<file path="src/hdl/assert_macros.svh">
// Shared assertion macros for the sorted list block.
`ifndef ASSERT_MACROS_SVH
`define ASSERT_MACROS_SVH

// Concurrent check, sampled on the rising clock edge and muted during reset.
`define ASSERT_CLK(lbl, clk, rst, prop, msg) \
   lbl: assert property (@(posedge clk) disable iff (rst) (prop)) else $error(msg);

// Same check, but the property is also required to hold while reset is high.
`define ASSERT_ALWAYS(lbl, clk, prop, msg) \
   lbl: assert property (@(posedge clk) (prop)) else $error(msg);

`endif

</file>
<file path="src/hdl/slist_pkg.sv">
package slist_pkg;

   // Number of cells in the chain.
   localparam int CAPACITY = 16;

   localparam int VALUE_W     = 32;
   localparam int CNT_W       = $clog2(CAPACITY + 1);
   localparam int STATUS_W    = 2;
   localparam int COUNT_OUT_W = 5;

   // Operation codes on the mode field.
   localparam logic MODE_INSERT = 1'b0;
   localparam logic MODE_DELETE = 1'b1;

   // Status codes on the result channel.
   localparam logic [STATUS_W-1:0] ST_DONE    = 2'd0;
   localparam logic [STATUS_W-1:0] ST_FULL    = 2'd1;
   localparam logic [STATUS_W-1:0] ST_MISSING = 2'd2;

   // Controller states.
   typedef enum logic [1:0] {
      S_IDLE = 2'b01,
      S_BUSY = 2'b10
   } state_type;

   // Broadcast from the controller to every cell.
   typedef struct packed {
      logic                       insert_en;
      logic                       delete_en;
      logic signed [VALUE_W-1:0]  op_value;
   } cell_ctrl_type;

endpackage

</file>
<file path="src/hdl/slist_if.sv">
// Request channel: operation and value.
interface slist_req_if;
   import slist_pkg::*;

   logic                      valid;
   logic                      ready;
   logic                      mode;
   logic signed [VALUE_W-1:0] value;

   modport source (output valid, output mode, output value, input ready);
   modport sink   (input valid, input mode, input value, output ready);
endinterface

// Response channel: status and count after the operation.
interface slist_rsp_if;
   import slist_pkg::*;

   logic                   valid;
   logic                   ready;
   logic [STATUS_W-1:0]    status;
   logic [COUNT_OUT_W-1:0] count;

   modport source (output valid, output status, output count, input ready);
   modport sink   (input valid, input status, input count, output ready);
endinterface

</file>
<file path="src/hdl/slist_cell.sv">
// One slot of the sorted chain. It compares its value with the broadcast
// operand and, on an update, keeps its value, takes the operand, or takes
// the value of a neighbor.
module slist_cell (
   input  logic                               clock,
   input  slist_pkg::cell_ctrl_type           ctrl,
   input  logic                               slot_valid,
   input  logic signed [slist_pkg::VALUE_W-1:0] prev_value,
   input  logic                               prev_lt,
   input  logic signed [slist_pkg::VALUE_W-1:0] next_value,
   output logic signed [slist_pkg::VALUE_W-1:0] value,
   output logic                               lt,
   output logic                               eq
);
   import slist_pkg::*;

   logic signed [VALUE_W-1:0] value_ff;
   logic signed [VALUE_W-1:0] value_in;

   // Compare flags; an empty slot counts as not smaller and not equal.
   assign lt    = slot_valid && (value_ff < ctrl.op_value);
   assign eq    = slot_valid && (value_ff == ctrl.op_value);
   assign value = value_ff;

   // Slots from the insert point on move up by one; the insert point takes
   // the operand. On a delete step, slots from the first match on move down.
   always_comb begin
      value_in = value_ff;
      if (ctrl.insert_en && !lt) begin
         value_in = prev_lt ? ctrl.op_value : prev_value;
      end else if (ctrl.delete_en && !lt) begin
         value_in = next_value;
      end
   end

   always_ff @(posedge clock) begin
      value_ff <= value_in;
   end

endmodule

</file>
<file path="src/hdl/sorted_list_insert_delete.sv">
// Sorted list of up to CAPACITY signed 32-bit values held in a chain of cells,
// one value per cell in ascending order. One request is in work at a time.
// An insert registers the request, then shifts the chain, places the value and
// loads the result register. A delete registers the request, then removes one
// copy per cycle as the chain closes the gap by one slot, and loads the result
// register once no copy is left; a delete that finds nothing answers with
// status not found. An insert into a full list is dropped with status full. A
// new request is taken once the result register is empty or is being read in
// the same cycle.
module sorted_list_insert_delete (
   input  logic        clock,
   input  logic        reset,
   slist_req_if.sink   req_bus,
   slist_rsp_if.source rsp_bus
);
   import slist_pkg::*;
   `include "assert_macros.svh"

   state_type                 state_ff, state_in;
   logic                      op_mode_ff, op_mode_in;
   logic signed [VALUE_W-1:0] op_value_ff, op_value_in;
   logic                      found_ff, found_in;
   logic [CNT_W-1:0]          count_ff, count_in;
   logic                      rsp_valid_ff, rsp_valid_in;
   logic [STATUS_W-1:0]       rsp_status_ff, rsp_status_in;
   logic [COUNT_OUT_W-1:0]    rsp_count_ff, rsp_count_in;

   cell_ctrl_type             ctrl;
   logic signed [VALUE_W-1:0] values [CAPACITY];
   logic [CAPACITY-1:0]       lt_vec;
   logic [CAPACITY-1:0]       eq_vec;
   logic [CAPACITY-1:0]       valid_vec;
   logic                      full;
   logic                      any_eq;
   logic                      req_beat;

   assign full     = count_ff >= CNT_W'(CAPACITY);
   assign any_eq   = |eq_vec;
   assign req_beat = req_bus.valid && req_bus.ready;

   assign req_bus.ready  = (state_ff == S_IDLE) && (!rsp_valid_ff || rsp_bus.ready);
   assign rsp_bus.valid  = rsp_valid_ff;
   assign rsp_bus.status = rsp_status_ff;
   assign rsp_bus.count  = rsp_count_ff;

   // The chain of cells; each cell sees its neighbors' values.
   for (genvar i = 0; i < CAPACITY; i++) begin : g_cell
      logic signed [VALUE_W-1:0] prev_v;
      logic signed [VALUE_W-1:0] next_v;
      logic                      prev_l;

      assign valid_vec[i] = CNT_W'(i) < count_ff;

      if (i == 0) begin : g_head
         assign prev_v = values[i];
         assign prev_l = 1'b1;
      end else begin : g_body
         assign prev_v = values[i-1];
         assign prev_l = lt_vec[i-1];
      end

      if (i == CAPACITY - 1) begin : g_tail
         assign next_v = values[i];
      end else begin : g_inner
         assign next_v = values[i+1];
      end

      slist_cell u_cell (
         .clock      (clock),
         .ctrl       (ctrl),
         .slot_valid (valid_vec[i]),
         .prev_value (prev_v),
         .prev_lt    (prev_l),
         .next_value (next_v),
         .value      (values[i]),
         .lt         (lt_vec[i]),
         .eq         (eq_vec[i])
      );
   end

   // Controller: register the request, then insert once unless the list is full,
   // or delete one copy per cycle until no copy is left, then load the result register.
   always_comb begin
      state_in       = state_ff;
      op_mode_in     = op_mode_ff;
      op_value_in    = op_value_ff;
      found_in       = found_ff;
      count_in       = count_ff;
      rsp_valid_in   = rsp_valid_ff && !rsp_bus.ready;
      rsp_status_in  = rsp_status_ff;
      rsp_count_in   = rsp_count_ff;
      ctrl.insert_en = 1'b0;
      ctrl.delete_en = 1'b0;
      ctrl.op_value  = op_value_ff;

      case (state_ff)
         S_IDLE: begin
            if (req_beat) begin
               op_mode_in  = req_bus.mode;
               op_value_in = req_bus.value;
               found_in    = 1'b0;
               state_in    = S_BUSY;
            end
         end
         S_BUSY: begin
            if (op_mode_ff == MODE_INSERT) begin
               if (full) begin
                  rsp_status_in = ST_FULL;
               end else begin
                  ctrl.insert_en = 1'b1;
                  count_in       = count_ff + CNT_W'(1);
                  rsp_status_in  = ST_DONE;
               end
               rsp_valid_in = 1'b1;
               rsp_count_in = COUNT_OUT_W'(count_in);
               state_in     = S_IDLE;
            end else if (any_eq) begin
               ctrl.delete_en = 1'b1;
               count_in       = count_ff - CNT_W'(1);
               found_in       = 1'b1;
            end else begin
               rsp_valid_in  = 1'b1;
               rsp_status_in = found_ff ? ST_DONE : ST_MISSING;
               rsp_count_in  = COUNT_OUT_W'(count_ff);
               state_in      = S_IDLE;
            end
         end
         default: begin
            state_in = S_IDLE;
         end
      endcase
   end

   // Control registers.
   always_ff @(posedge clock) begin
      if (reset) begin
         state_ff     <= S_IDLE;
         count_ff     <= '0;
         rsp_valid_ff <= 1'b0;
         found_ff     <= 1'b0;
      end else begin
         state_ff     <= state_in;
         count_ff     <= count_in;
         rsp_valid_ff <= rsp_valid_in;
         found_ff     <= found_in;
      end
   end

   // Payload registers.
   always_ff @(posedge clock) begin
      op_mode_ff    <= op_mode_in;
      op_value_ff   <= op_value_in;
      rsp_status_ff <= rsp_status_in;
      rsp_count_ff  <= rsp_count_in;
   end

   // The list never holds more values than it has cells.
   `ASSERT_ALWAYS(a_count_bound, clock, reset || (count_ff <= CNT_W'(CAPACITY)), "count over capacity")
   // A request beat always starts the work state.
   `ASSERT_CLK(a_beat_busy, clock, reset, req_beat |=> (state_ff == S_BUSY), "beat did not start work")
   // The result register is empty while a request is in work.
   `ASSERT_CLK(a_busy_empty, clock, reset, (state_ff == S_BUSY) |-> !rsp_valid_ff, "result pending during work")
   // A delete step always removes exactly one value.
   `ASSERT_CLK(a_delete_step, clock, reset, ctrl.delete_en |=> (count_ff == $past(count_ff) - CNT_W'(1)), "delete step count")

endmodule
</file>
<file path="src/flat_wrapper.sv">
// flat-port wrapper written by rule: the top's interface ports become plain ports
module sorted_list_insert_delete_flat import slist_pkg::*;
  (clock, reset, req_bus_valid, req_bus_mode, req_bus_value, req_bus_ready, rsp_bus_valid, rsp_bus_status, rsp_bus_count, rsp_bus_ready);
  slist_req_if req_bus_i ();
  slist_rsp_if rsp_bus_i ();
  input  logic clock;
  input  logic reset;
  input wire logic [$bits(req_bus_i.valid)-1:0] req_bus_valid;
  input wire logic [$bits(req_bus_i.mode)-1:0] req_bus_mode;
  input wire logic [$bits(req_bus_i.value)-1:0] req_bus_value;
  output wire logic [$bits(req_bus_i.ready)-1:0] req_bus_ready;
  output wire logic [$bits(rsp_bus_i.valid)-1:0] rsp_bus_valid;
  output wire logic [$bits(rsp_bus_i.status)-1:0] rsp_bus_status;
  output wire logic [$bits(rsp_bus_i.count)-1:0] rsp_bus_count;
  input wire logic [$bits(rsp_bus_i.ready)-1:0] rsp_bus_ready;
  assign req_bus_i.valid = req_bus_valid;
  assign req_bus_i.mode = req_bus_mode;
  assign req_bus_i.value = req_bus_value;
  assign req_bus_ready = req_bus_i.ready;
  assign rsp_bus_valid = rsp_bus_i.valid;
  assign rsp_bus_status = rsp_bus_i.status;
  assign rsp_bus_count = rsp_bus_i.count;
  assign rsp_bus_i.ready = rsp_bus_ready;
  sorted_list_insert_delete u_core (.clock(clock), .reset(reset), .req_bus(req_bus_i), .rsp_bus(rsp_bus_i));
endmodule
</file>
<file path="config.mk">
export PLATFORM = sky130hd
export DESIGN_NAME = sorted_list_insert_delete_flat
export DESIGN_NICKNAME = d
export VERILOG_FILES = /design/src/hdl/slist_pkg.sv /design/src/hdl/slist_if.sv /design/src/hdl/slist_cell.sv /design/src/hdl/sorted_list_insert_delete.sv /design/src/flat_wrapper.sv
export VERILOG_INCLUDE_DIRS = /design/src /design/src/hdl
export SDC_FILE = /design/constraint.sdc
export NUM_CORES = 2
export LEC_CHECK = 0
export BUFFER_PORTS_ARGS = -buffer_cell sky130_fd_sc_hd__buf_2
export CORE_MARGIN = 8
export CORE_UTILIZATION = 45
export CTS_BUF_LIST = sky130_fd_sc_hd__clkbuf_4 sky130_fd_sc_hd__clkbuf_8 sky130_fd_sc_hd__clkbuf_16
export DETAILED_ROUTE_END_ITERATION = 10
export MAX_ROUTING_LAYER = met4
export PLACE_DENSITY = 0.67
export SKIP_LAST_GASP = 1
export SYNTH_ARGS = -nofsm -noshare
export SYNTH_HDL_FRONTEND = slang
export SYNTH_SLANG_ARGS = --single-unit
</file>
<file path="constraint.sdc">
create_clock -name clock -period 7.73 [get_ports clock]
set_clock_uncertainty 0.2 [all_clocks]
set_input_delay 1.546 -clock clock [delete_from_list [all_inputs] [get_ports clock]]
set_output_delay 1.546 -clock clock [all_outputs]
set_load 0.005 [all_outputs]
</file>
==> key figures <==
STA
  • Crit share post-route: 0.738
  • Setup violations, final: 0
  • FMAX: 175 MHz
  • TNS Setup: 0 ns
  • Fin crit period: 5.70 ns
  • Final hold viol count: 0
  • Actual slew at the worst max-slew pin: 1.23 ns
  • Final number of max-transition violations: 0
  • Max-slew headroom: 0.176
  • Worst setup margin: 2.03 ns
  • Unrepaired setup endpoints after global routing: no

Finish
  • Cell Count, Final, Fillers Out: 4793
  • Reg area: 16800 um2
  • P&R area growth vs syn: 10.2%
  • # fillers: 7848
  • Antenna cell count: 0
  • Share of layout cells above drive strength 1: 0.105
  • Final Util: 0.498
  • Most common library cell in the layout ignoring fill and taps: edfxtp_1
  • Multi-input gate area: 21400 um2
  • Final #Nets: 4139
  • Most frequent cells in the layout: edfxtp_1 (552), ha_1 (515), a21oi_1 (397)

Worst setup path
  • Worst Reg-to-Reg Cells: 10
  • CP dominant cell by count: nand4_1
  • CP Class: flop to flop
  • Slowest-stage cell, CP: nor2b_4
  • Crit start category: flop
  • CP peak stage delay: 0.99 ns
  • Critical Path End Type: flop
  • CP Buf/Inv Count: 2
  • R2R Setup Slk: 2.03 ns
  • Worst R2R Start: u_core.op_value_ff[30]
  • CP max FO: 32
  • Crit path cell chain: inv_1 > ha_1 > nand4_1 > nor4b_2 > nand3_1 > nand4_1 > nor4_4 > a211o_1 > buf_4 > nor2b_4
  • RR Endpoint: u_core.g_cell[13].u_cell.value[19]
  • Req. time, crit path: 7.74 ns
  • Worst EP arrival: 5.72 ns
  • CP top delay family: simple AND/OR/NAND/NOR gates

Place
  • Setup WS pre-CTS: 2.17 ns
  • Inst Count DP: 4670
  • RePlAce Congestion: 0.926
  • Dpl hpwl: 84800 um
  • Port Buffers: 45

CTS
  • Postcts setup bufs: 0
  • CTS Sinks: 561
  • Clock Root Buffer: clkbuf_16
  • PostCTS Resize Cnt: 0
  • H-Tree Depth: 3
  • Post-CTS Hold Fix Bufs: 0
  • CTS Buf Count: 70
  • Clk Latency, worst-skew pair: 0.62 ns
  • Clock Path Buffers: 3
  • CTS tree: done
  • Worst-path clk slew: 0.06 ns

Power and ir drop
  • Clock group share of total power: 0.462
  • Switching Fraction: 0.247
  • Combinational share of power: 0.090
  • Sw Pwr: 1.87 mW
  • Worst vdd ir: 148 uV
  • Seq pwr share: 0.448
  • Pint: 5.70 mW
  • Power density over cell area: 176 nW/um2
  • Leakage power: 17.8 nW

Global route
  • Vias in the first global route: 29.0k
  • GRT Total Usage: 0.237
  • GR Overflow Total: 0
  • Initial antenna violation count: 1
  • First-pass GRT wire length: 177000 um
  • Pin count of the biggest net entering global routing: 65

Logic synthesis
  • Sequential-to-total area share from yosys stat: 0.428
  • Synth warn: 0
  • Main synth FF type: edfxtp_1
  • Area fraction of the dominant cell type after synthesis: 0.424
  • Post-synthesis cell type count: 81
  • Average size of a mapped cell: 10.9 um2
  • Async S/R FF share, synth: 0
  • EDFF count, synth: 552
  • Synthesized instance count: 3597
  • Flops & latches, synth: 561
  • Biggest area consumer among synthesized cells: edfxtp_1
  • Synthesized area: 39100 um2
  • Synth top area cells: edfxtp_1 (42%), ha_1 (16%), mux2i_1 (9.9%)
  • Syn_nets: 4149

Die
  • CORE AREA: 86500 um2
  • Die Wd: 311 um
  • FP Rows: 108
  • Die H: 311 um
  • Die ar.: 96600 um2
  • I/O pin total: 46
  • Initial core utilization: 0.452

Routing
  • Vias: 29.5k
  • Antenna-violating nets left: 0
  • Pre-antenna DRT Iters: 5
  • Routed len/inst: 24.1 um
  • Vias per inst: 6.16
  • DRC errors left: 0
  • DR iter-0 viols: 2623
  • Detailed Route WL: 115000 um

Hold path
  • Hold crit path type: flop to flop
  • HP Start: u_core.found_ff
  • Hold Path Sink: u_core.found_ff
  • Hold depth: 2

Job
  • Max-cap violations: 0

Status
  • Status: finished, final reports clean
-- state kept, by name, indices dropped and copies added (netlist names) --
name and count:
u_core.count_ff 5, u_core.found_ff 1, u_core.g_cell.u_cell.value 512, u_core.op_mode_ff 1, u_core.op_value_ff 32, u_core.rsp_bus.count 5
u_core.rsp_bus.status 2, u_core.rsp_bus.valid 1, u_core.state_ff 2
-- worst min-delay path, stage by stage, from the launching register on --
cell and delay [ns]:
dfxtp_1 0.32, a21oi_1 0.06, nor2_1 0.08
-- worst max path at each step --
stage,from,end,cells past startpoint
floorplan,u_core.op_value_ff[22],u_core.g_cell[10].u_cell.value[0],12
global placement,u_core.op_value_ff[30],u_core.g_cell[1].u_cell.value[21],11
detailed placement,u_core.op_value_ff[30],u_core.g_cell[1].u_cell.value[20],11
CTS,u_core.op_value_ff[30],u_core.g_cell[13].u_cell.value[19],10
global route,u_core.op_value_ff[24],u_core.g_cell[13].u_cell.value[19],10
finish,u_core.op_value_ff[30],u_core.g_cell[13].u_cell.value[19],10
-- power by group through the flow --
stage	clock network, mW	registers (mW)	logic (mW)
2_1_floorplan	0	3.43	0.443
3_3_place_gp	0	3.45	0.645
3_5_place_dp	0	3.45	0.663
4_1_cts	3.54	3.39	0.669
5_1_grt	3.66	3.39	0.751
6_report	3.50	3.39	0.681
-- layer usage --
metal	global-route usage	vias up	wire length, um
met1	0.332	14600	52700
met5	-	-	0
met2	0.358	1108	51400
met4	0.0697	0	3240
met3	0.0285	176	7960
li1	-	13700	-
-- cell type report --
| cell class | count | share of cell area |
|---|---|---|
| clock buffer | 84 | 0.0449 |
| inverter | 72 | 0.00627 |
| tap | 1155 | 0.0335 |
| multi-input combinational | 2754 | 0.497 |
| sequential | 561 | 0.389 |
| timing repair buffer | 128 | 0.0197 |
| clock inverter | 39 | 0.0104 |
-- cells in the mapped netlist, types with 9 or more instances --
master and count:
edfxtp_1 552, ha_1 515, a21oi_1 397, mux2i_1 386, nand2_1 309, nor2_1 236, o21ai_1 170, clkbuf_1 134
nand4_1 104, mux2_1 99, o21ai_0 84, inv_1 70, buf_2 65, mux2_2 63, nand3_1 47, nor3_1 35
mux2_4 28, and4_1 27, nor2b_1 27, a221oi_1 22, a21o_1 20, o211ai_1 16, nor4_1 14, a21boi_0 10
o21a_1 10, buf_6 9, dfxtp_1 9
-- through the flow --
stage	hold WS [ns]	area [um2]	power [mW]
floorplan	0.258	39100	3.87
global placement	0.268	40700	4.10
detailed placement	0.282	40700	4.11
CTS	0.295	43100	7.60
global route	0.339	43100	7.80
finish	0.295	43100	7.57
-- kinds of logic after synthesis --
logic type	count (synthesis)	share of synthesized area
AOI/OAI and AO/OA	799	0.114
xor gates and xnor gates	6	0.00134
adders and majority gates	515	0.165
buffers and inverters	282	0.0309
DFF	561	0.428
muxes	577	0.156
and+or+nand+nor	857	0.104
Note: power is estimated with default switching activity, not from simulation.
